## config.mk

```make
export PLATFORM = sky130hd
export DESIGN_NAME = psdes_keystream_byte_cipher
export DESIGN_NICKNAME = d
export VERILOG_FILES = /design/src/hdl/psdes_pkg.sv /design/src/hdl/psdes_ctrl.sv /design/src/hdl/psdes_dpath.sv /design/src/hdl/psdes_keystream_byte_cipher.sv
export SDC_FILE = /design/constraint.sdc
export NUM_CORES = 2
export LEC_CHECK = 0
export ABC_AREA = 1
export BUFFER_PORTS_ARGS = -buffer_cell sky130_fd_sc_hd__clkbuf_2
export CAP_MARGIN = 20
export CORE_MARGIN = 4
export CORE_UTILIZATION = 35
export CTS_CLUSTER_SIZE = 14
export DETAILED_ROUTE_END_ITERATION = 6
export GPL_TIMING_DRIVEN = 1
export HOLD_SLACK_MARGIN = 0.02
export SETUP_SLACK_MARGIN = 0.05
export SLEW_MARGIN = 20
export SYNTH_ARGS = -nofsm -noshare
export SYNTH_HDL_FRONTEND = slang
export SYNTH_SLANG_ARGS = --single-unit
export TNS_END_PERCENT = 20
```

## constraint.sdc

```tcl
create_clock -name clk -period 14.6 [get_ports clk]
set_clock_uncertainty 0.1 [all_clocks]
set_input_delay 2.92 -clock clk [delete_from_list [all_inputs] [get_ports clk]]
set_output_delay 2.92 -clock clk [all_outputs]
set_load 0.005 [all_outputs]
```

## src/hdl/psdes_pkg.sv

```systemverilog
// ----------------------------------------------------------------------------
// psdes_pkg
// Shared types and constants of the pseudo-DES keystream byte cipher: round
// keys, seed reset value, and the command and status groups between the
// controller and the datapath.
// ----------------------------------------------------------------------------
package psdes_pkg;

    localparam int unsigned NUM_ROUNDS = 4;
    localparam int unsigned RND_W      = 2;

    localparam logic [31:0] SEED_RESET = 32'h8098_967F;
    localparam logic [31:0] SIGN_MASK  = 32'h8000_0000;

    typedef logic [RND_W-1:0] rnd_t;

    // XOR key applied to the right half at the start of a round
    function automatic logic [31:0] rk_xor(input rnd_t r);
        logic [31:0] k;
        unique case (r)
            2'd0:    k = 32'hbaa9_6887;
            2'd1:    k = 32'h1e17_d32c;
            2'd2:    k = 32'h03bc_dc3c;
            default: k = 32'h0f33_d1b2;
        endcase
        return k;
    endfunction

    // XOR key applied to the swapped sum at the end of a round
    function automatic logic [31:0] rk_out(input rnd_t r);
        logic [31:0] k;
        unique case (r)
            2'd0:    k = 32'h4b0f_3b58;
            2'd1:    k = 32'he874_f0c3;
            2'd2:    k = 32'h6955_c5a6;
            default: k = 32'h55a7_ca46;
        endcase
        return k;
    endfunction

    // commands from the controller to the datapath
    typedef struct packed {
        logic load;   // take the input item
        logic prep;   // set up the round halves
        logic mul;    // form the round products
        logic add;    // finish the round
        logic fin;    // store the keystream word, step the counter
        logic emit;   // write the result item
        rnd_t rnd;    // current round
    } cmd_t;

    // status from the datapath to the controller
    typedef struct packed {
        logic need_word;  // the item on the input needs a fresh keystream word
        logic out_free;   // the output register can take a result this cycle
    } status_t;

endpackage

```

## src/hdl/psdes_ctrl.sv

```systemverilog
// ----------------------------------------------------------------------------
// psdes_ctrl
// Sequencer of the keystream cipher: takes one item at a time, steps the
// datapath through the four rounds when a new word is due, then writes the
// result item.
// ----------------------------------------------------------------------------
module psdes_ctrl (
    input  logic                clk,
    input  logic                rst_n,
    input  logic                in_valid,
    output logic                in_ready,
    input  psdes_pkg::status_t  sts,
    output psdes_pkg::cmd_t     cmd
);

    localparam logic [2:0] ST_IDLE = 3'd0;
    localparam logic [2:0] ST_PREP = 3'd1;
    localparam logic [2:0] ST_MUL  = 3'd2;
    localparam logic [2:0] ST_ADD  = 3'd3;
    localparam logic [2:0] ST_FIN  = 3'd4;
    localparam logic [2:0] ST_EMIT = 3'd5;

    logic [2:0]      state_reg, state_next;
    psdes_pkg::rnd_t rnd_reg, rnd_next;

    // next state and commands
    always_comb
    begin
        state_next = state_reg;
        rnd_next   = rnd_reg;
        cmd        = '0;
        cmd.rnd    = rnd_reg;
        unique case (state_reg)
            ST_IDLE:
            begin
                if (in_valid)
                begin
                    cmd.load   = 1'b1;
                    state_next = sts.need_word ? ST_PREP : ST_EMIT;
                end
            end
            ST_PREP:
            begin
                cmd.prep   = 1'b1;
                rnd_next   = '0;
                state_next = ST_MUL;
            end
            ST_MUL:
            begin
                cmd.mul    = 1'b1;
                state_next = ST_ADD;
            end
            ST_ADD:
            begin
                cmd.add  = 1'b1;
                rnd_next = rnd_reg + 2'd1;
                if (rnd_reg == psdes_pkg::RND_W'(psdes_pkg::NUM_ROUNDS - 1))
                    state_next = ST_FIN;
                else
                    state_next = ST_MUL;
            end
            ST_FIN:
            begin
                cmd.fin    = 1'b1;
                state_next = ST_EMIT;
            end
            ST_EMIT:
            begin
                if (sts.out_free)
                begin
                    cmd.emit   = 1'b1;
                    state_next = ST_IDLE;
                end
            end
            default:
            begin
                state_next = ST_IDLE;
            end
        endcase
    end

    assign in_ready = (state_reg == ST_IDLE);

    // hold state
    always_ff @(posedge clk or negedge rst_n)
    begin
        if (!rst_n)
        begin
            state_reg <= ST_IDLE;
            rnd_reg   <= '0;
        end
        else
        begin
            state_reg <= state_next;
            rnd_reg   <= rnd_next;
        end
    end

endmodule

```

## src/hdl/psdes_dpath.sv

```systemverilog
// ----------------------------------------------------------------------------
// psdes_dpath
// Datapath of the keystream cipher: seed, counter and fixed words, the
// shared round unit (products in one cycle, sums in the next), the current
// keystream word and the output register.
// ----------------------------------------------------------------------------
module psdes_dpath (
    input  logic                clk,
    input  logic                rst_n,
    input  logic                cfg_wr_en,
    input  logic [31:0]         cfg_wr_data,
    input  logic [7:0]          data_byte,
    input  logic                buffer_start,
    input  logic                reseed,
    input  logic                out_ready,
    output logic                out_valid,
    output logic [7:0]          out_byte,
    input  psdes_pkg::cmd_t     cmd,
    output psdes_pkg::status_t  sts
);

    logic [31:0] seed_reg;
    logic [31:0] counter_reg;
    logic [31:0] fixed_reg;
    logic [31:0] key_reg;
    logic [1:0]  phase_reg;
    logic [7:0]  data_reg;
    logic [31:0] left_reg;
    logic [31:0] right_reg;
    logic [31:0] lolo_reg;
    logic [31:0] hihi_reg;
    logic [31:0] lohi_reg;
    logic        out_valid_reg;
    logic [7:0]  out_byte_reg;

    logic [31:0] rnd_a;
    logic [31:0] rnd_b;
    logic [31:0] rnd_c;
    logic [31:0] rnd_right;
    logic [31:0] cnt_neg;
    logic [1:0]  ks_shift;
    logic [31:0] ks_word;

    // status for the controller
    assign sts.need_word = buffer_start | reseed | (phase_reg == 2'd0);
    assign sts.out_free  = ~out_valid_reg | out_ready;

    // round unit
    assign rnd_a     = right_reg ^ psdes_pkg::rk_xor(cmd.rnd);
    assign rnd_b     = lolo_reg + ~hihi_reg;
    assign rnd_c     = {rnd_b[15:0], rnd_b[31:16]};
    assign rnd_right = left_reg ^ ((rnd_c ^ psdes_pkg::rk_out(cmd.rnd)) + lohi_reg);

    assign cnt_neg   = 32'd0 - counter_reg;

    // keystream byte: the word shifted right by three less the phase
    assign ks_shift  = 2'd3 - phase_reg;
    assign ks_word   = key_reg >> ks_shift;

    // seed register
    always_ff @(posedge clk or negedge rst_n)
    begin
        if (!rst_n)
            seed_reg <= psdes_pkg::SEED_RESET;
        else if (cfg_wr_en)
            seed_reg <= cfg_wr_data;
    end

    // counter, fixed word, keystream word and byte phase
    always_ff @(posedge clk or negedge rst_n)
    begin
        if (!rst_n)
        begin
            counter_reg <= '0;
            fixed_reg   <= '0;
            key_reg     <= '0;
            phase_reg   <= '0;
        end
        else
        begin
            if (cmd.load)
            begin
                if (reseed)
                begin
                    counter_reg <= seed_reg;
                    fixed_reg   <= '0;
                end
                if (buffer_start | reseed)
                    phase_reg <= '0;
            end
            if (cmd.prep && ((counter_reg & psdes_pkg::SIGN_MASK) != '0))
            begin
                fixed_reg   <= cnt_neg;
                counter_reg <= 32'd1;
            end
            if (cmd.fin)
            begin
                key_reg     <= right_reg;
                counter_reg <= counter_reg + 32'd1;
            end
            if (cmd.emit)
                phase_reg <= phase_reg + 2'd1;
        end
    end

    // input byte, round halves and products
    always_ff @(posedge clk)
    begin
        if (cmd.load)
            data_reg <= data_byte;
        if (cmd.prep)
        begin
            if ((counter_reg & psdes_pkg::SIGN_MASK) != '0)
            begin
                left_reg  <= cnt_neg;
                right_reg <= 32'd1;
            end
            else
            begin
                left_reg  <= fixed_reg;
                right_reg <= counter_reg;
            end
        end
        if (cmd.mul)
        begin
            lolo_reg <= 32'(rnd_a[15:0]  * rnd_a[15:0]);
            hihi_reg <= 32'(rnd_a[31:16] * rnd_a[31:16]);
            lohi_reg <= 32'(rnd_a[15:0]  * rnd_a[31:16]);
        end
        if (cmd.add)
        begin
            left_reg  <= right_reg;
            right_reg <= rnd_right;
        end
        if (cmd.emit)
            out_byte_reg <= data_reg ^ ks_word[7:0];
    end

    // output valid: set on a new result, drop once taken
    always_ff @(posedge clk or negedge rst_n)
    begin
        if (!rst_n)
            out_valid_reg <= 1'b0;
        else if (cmd.emit)
            out_valid_reg <= 1'b1;
        else if (out_ready)
            out_valid_reg <= 1'b0;
    end

    assign out_valid = out_valid_reg;
    assign out_byte  = out_byte_reg;

endmodule

```

## src/hdl/psdes_keystream_byte_cipher.sv

```systemverilog
// ----------------------------------------------------------------------------
// psdes_keystream_byte_cipher
// Byte stream XOR cipher with a pseudo-DES hash keystream.
// ----------------------------------------------------------------------------
// One byte is taken at a time, and no new byte is taken until the last is
// emitted. A byte that uses the current keystream word goes from accept
// straight to emit, where it enters the output register. A byte that needs a
// fresh word (the first of a buffer, a reseed, or every fourth byte) goes
// through accept, set-up, the four rounds of the single shared round unit
// (products, then sums, each), store and emit. The output register lets a
// result wait while the next byte is accepted; a second result stalls in the
// emit step until the first is taken. The seed word (seed_reg) is to be
// written through cfg_wr_en / cfg_wr_data only while idle; the block itself
// does not enforce this.
// ----------------------------------------------------------------------------
module psdes_keystream_byte_cipher (
    input  logic        clk,
    input  logic        rst_n,
    input  logic        cfg_wr_en,
    input  logic [31:0] cfg_wr_data,
    input  logic        in_valid,
    output logic        in_ready,
    input  logic [7:0]  data_byte,
    input  logic        buffer_start,
    input  logic        reseed,
    output logic        out_valid,
    input  logic        out_ready,
    output logic [7:0]  out_byte
);

    psdes_pkg::cmd_t    cmd;
    psdes_pkg::status_t sts;

    // sequencer
    psdes_ctrl u_ctrl (
        .clk      (clk),
        .rst_n    (rst_n),
        .in_valid (in_valid),
        .in_ready (in_ready),
        .sts      (sts),
        .cmd      (cmd)
    );

    // datapath
    psdes_dpath u_dpath (
        .clk          (clk),
        .rst_n        (rst_n),
        .cfg_wr_en    (cfg_wr_en),
        .cfg_wr_data  (cfg_wr_data),
        .data_byte    (data_byte),
        .buffer_start (buffer_start),
        .reseed       (reseed),
        .out_ready    (out_ready),
        .out_valid    (out_valid),
        .out_byte     (out_byte),
        .cmd          (cmd),
        .sts          (sts)
    );

endmodule
```

==> summary.md <==
| Metric | Value |
|---|---|
| Status | finished clean |
| Drt initial violations | 3021 |
| Setup Fix Bufs, Post-CTS | 0 |
| Synthesis-stage register bit count | 289 |
| Core box area | 118000 µm² |
| Final setup TNS | 0 ns |
| DRC errors left | 0 |
| Rel. slew slack | 23.8% |
| Hold path depth | 2 |
| Unrepaired setup endpoints after global routing | false |
| Fin. Hold Viols | 0 |
| Synth Area per Inst | 7.83 µm² |
| Main flop type after synthesis | edfxtp_1 |
| Antenna-violating nets left | 0 |
| Pre-antenna DRT Iters | 6 |
| TritonCTS Buffers | 37 |
| Reg-to-Reg Start | u_ctrl.rnd_reg[0]$_DFFE_PN0P_ |
| CP dominant cell by count | inv_1 |
| Mapped cell area | 41700 µm² |
| Overflow after GRT | 0 |
| Die area | 125000 µm² |
| Vias per Instance | 5.08 |
| Ys async rst share | 39.8% |
| Site Rows | 126 |
| CP bufs+invs | 10 |
| Hpwl dp | 108000 µm |
| Initial core utilization | 35.3% |
| Initial antenna violation count | 2 |
| Clock Sinks | 289 |
| Critical path's slowest cell | inv_1 |
| Root Driver | clkbuf_16 |
| Worst R2R End | u_dpath.lohi_reg[26]$_DFFE_PN_ |
| Yosys cell types | 55 |
| WL final | 136000 µm |
| Worst slew pin tran | 1.14 ns |
| CTS Buffer Depth | 3 |
| R2R setup slack | 6.21 ns |
| Fillers | 12400 |
| Syn_nets | 6275 |
| Port Buffers | 56 |
| FF/Latch Area | 8120 µm² |
| Vias | 35100 |
| Post-synth EDFFs | 174 |
| Seq/Total Area, Yosys | 19.5% |
| Worst-path clk slew | 0.06 ns |
| Number of global-route vias before repair | 34900 |
| CP max stage delay | 1.09 ns |
| Crit start category | register |
| Max Slew Vio Count | 0 |
| Min Clock Period, post-route | 8.39 ns |
| CTS resizes | 0 |
| Crit-path max FO | 21 |
| Hold_buf cts | 0 |
| Post-layout nets | 6275 |
| Min-delay src | u_dpath.fixed_reg[30]$_DFFE_PN0P_ |
| Wire length per cell | 19.7 µm |
| Worst EP arrival | 8.60 ns |
| Layout cell share with drive strength beyond 1 | 4.98% |
| Synth Area in Compound Gates | 6.67% |
| Area of the multi-input gates | 28700 µm² |
| Simple-gate portion of the synthesized area | 21.1% |
| Finish-stage setup viols | 0 |
| RD Place Congestion | 0.990 |
| Largest family of logic cells by synthesized area | adder cells |
| Hold_ws | 0.381 ns |
| Reg2Reg Depth | 28 |
| Worst Path Required | 14.81 ns |
| Max-cap violation count | 0 |
| Hold EP | u_dpath.fixed_reg[30]$_DFFE_PN0P_ |
| CTS tree | yes |
| H-Tree Depth | 2 |
| Clk_lat worst skew | 0.57 ns |
| Largest net degree at the start of global routing | 72 |
| Min-Delay Path Class | reg2reg |
| CP delay by family, top | adder cells |
| Worst Path Class, Setup | reg2reg |
| Post-Syn Instances | 5335 |
| Final period util | 57.5% |
| Yosys warns | 0 |
| Area Overhead vs Synth | 7.52% |
| I/O pin count | 57 |
| Synth Area in Adders | 36.0% |
| Ant. Diodes | 0 |
| Peak Freq | 0.119 GHz |
| First-pass GRT wire length | 209000 µm |
| Global Route Usage Sum | 21.6% |
| Die width | 353 µm |
| Die Y-Extent | 353 µm |
| Mux cell area share after synthesis | 0.459% |
| Synth Area in XOR/XNOR | 4.43% |
| CP endpoint kind | register |
[worst max-delay path by stage]
stage,start,endpoint,slack [ns],cells after the start
floorplan,u_ctrl.state_reg[2]$_DFFE_PN0P_,u_dpath.hihi_reg[0]$_DFFE_PN_,6.97,1
global placement,u_ctrl.rnd_reg[0]$_DFFE_PN0P_,u_dpath.lohi_reg[26]$_DFFE_PN_,6.39,28
detailed placement,u_ctrl.rnd_reg[0]$_DFFE_PN0P_,u_dpath.lohi_reg[21]$_DFFE_PN_,6.36,27
CTS,u_ctrl.rnd_reg[0]$_DFFE_PN0P_,u_dpath.lohi_reg[21]$_DFFE_PN_,6.32,27
global route,u_ctrl.rnd_reg[0]$_DFFE_PN0P_,u_dpath.lohi_reg[31]$_DFFE_PN_,5.91,27
finish,u_ctrl.rnd_reg[0]$_DFFE_PN0P_,u_dpath.lohi_reg[26]$_DFFE_PN_,6.21,28
[worst min-delay path, cell delays in order, from the launching register on]
cell	delay, ns
dfrtp_1	0.34
nand2_1	0.05
nand2_1	0.06
[through the flow]
step / util, % / std cells / worst slack, ns / cell area (µm²)
finish: 38.0 / 6898 / 6.21 / 44900
global route: 38.0 / 6898 / 5.91 / 44900
CTS: 37.9 / 6897 / 6.32 / 44900
detailed placement: 36.9 / 6831 / 6.36 / 43600
global placement: 36.9 / 6831 / 6.39 / 43600
floorplan: - / 5335 / 6.97 / 41700
[area by class of cell]
type / instances / area share (%)
multi-input combinational: 3756 / 63.9
sequential: 289 / 18.1
inverter: 1151 / 9.64
tap: 1536 / 4.28
clock buffer: 45 / 2.22
timing repair buffer: 100 / 1.39
clock inverter: 21 / 0.524
[cells in the mapped netlist (all sizes together), types with 11 or more instances]
master  number  area share, %
clkinv      11          0.099
ha         378             11
or2         13           0.19
inv       1140             10
a21o        24           0.43
mux2        17           0.46
nand2     1241             11
edfxtp     174             13
dfstp       15           0.94
a21oi      168            2.0
dfrtp      100            6.0
clkbuf      62           0.56
nor3        56           0.73
o21ai      198            2.4
fa         515             25
nand4       48           0.72
nor2       535            5.0
o21bai      26           0.47
o211ai      18           0.37
o22ai       21           0.31
nand3      237            2.9
xnor2       49            1.0
buf         77           0.99
xor2       162            3.4
[cells in the final DEF, fill, tap and decap left out, drive strengths merged]
cell / netlist / layout
o221ai: 10 / 10
nand4: 48 / 48
or2: 13 / 13
a32oi: 1 / 1
dfstp: 15 / 15
fa: 515 / 515
bufinv: 0 / 4
nor2: 535 / 535
a21boi: 4 / 4
nor3: 56 / 56
and2: 4 / 4
buf: 77 / 45
and3: 4 / 4
ha: 378 / 378
o211ai: 18 / 18
clkinv: 11 / 23
a21o: 24 / 24
a31o: 1 / 1
a22oi: 5 / 5
clkinvlp: 0 / 4
nand3: 237 / 237
a21oi: 168 / 168
o21ai: 198 / 198
a31oi: 5 / 5
nand2: 1241 / 1241
dfrtp: 100 / 100
xor2: 162 / 162
nor3b: 1 / 1
inv: 1140 / 1141
nand3b: 7 / 7
o21a: 4 / 4
a211oi: 1 / 1
xnor2: 49 / 49
o22ai: 21 / 21
o21bai: 26 / 26
mux2: 17 / 17
edfxtp: 174 / 174
clkbuf: 62 / 100
a22o: 3 / 3
[per-layer routing]
metal | wire length [µm] | global-route usage [%] | vias up
li1 | - | - | 16400
met1 | 60300 | 30.2 | 17300
met2 | 62700 | 35.5 | 1158
met3 | 8880 | 2.74 | 162
met4 | 3680 | 5.30 | 2
met5 | 11 | 0 | -
[kinds of logic after synthesis]
logic type                 count (synthesis)
AOI/OAI and AO/OA                        489
xor gates and xnor gates                 211
adders and majority gates                893
buffers and inverters                   1290
DFF                                      289
muxes                                     17
and+or+nand+nor                         2146
Power is left out: the tool's default activity adds up to more than one toggle a clock period on the data nets, which glitch-free logic cannot reach.
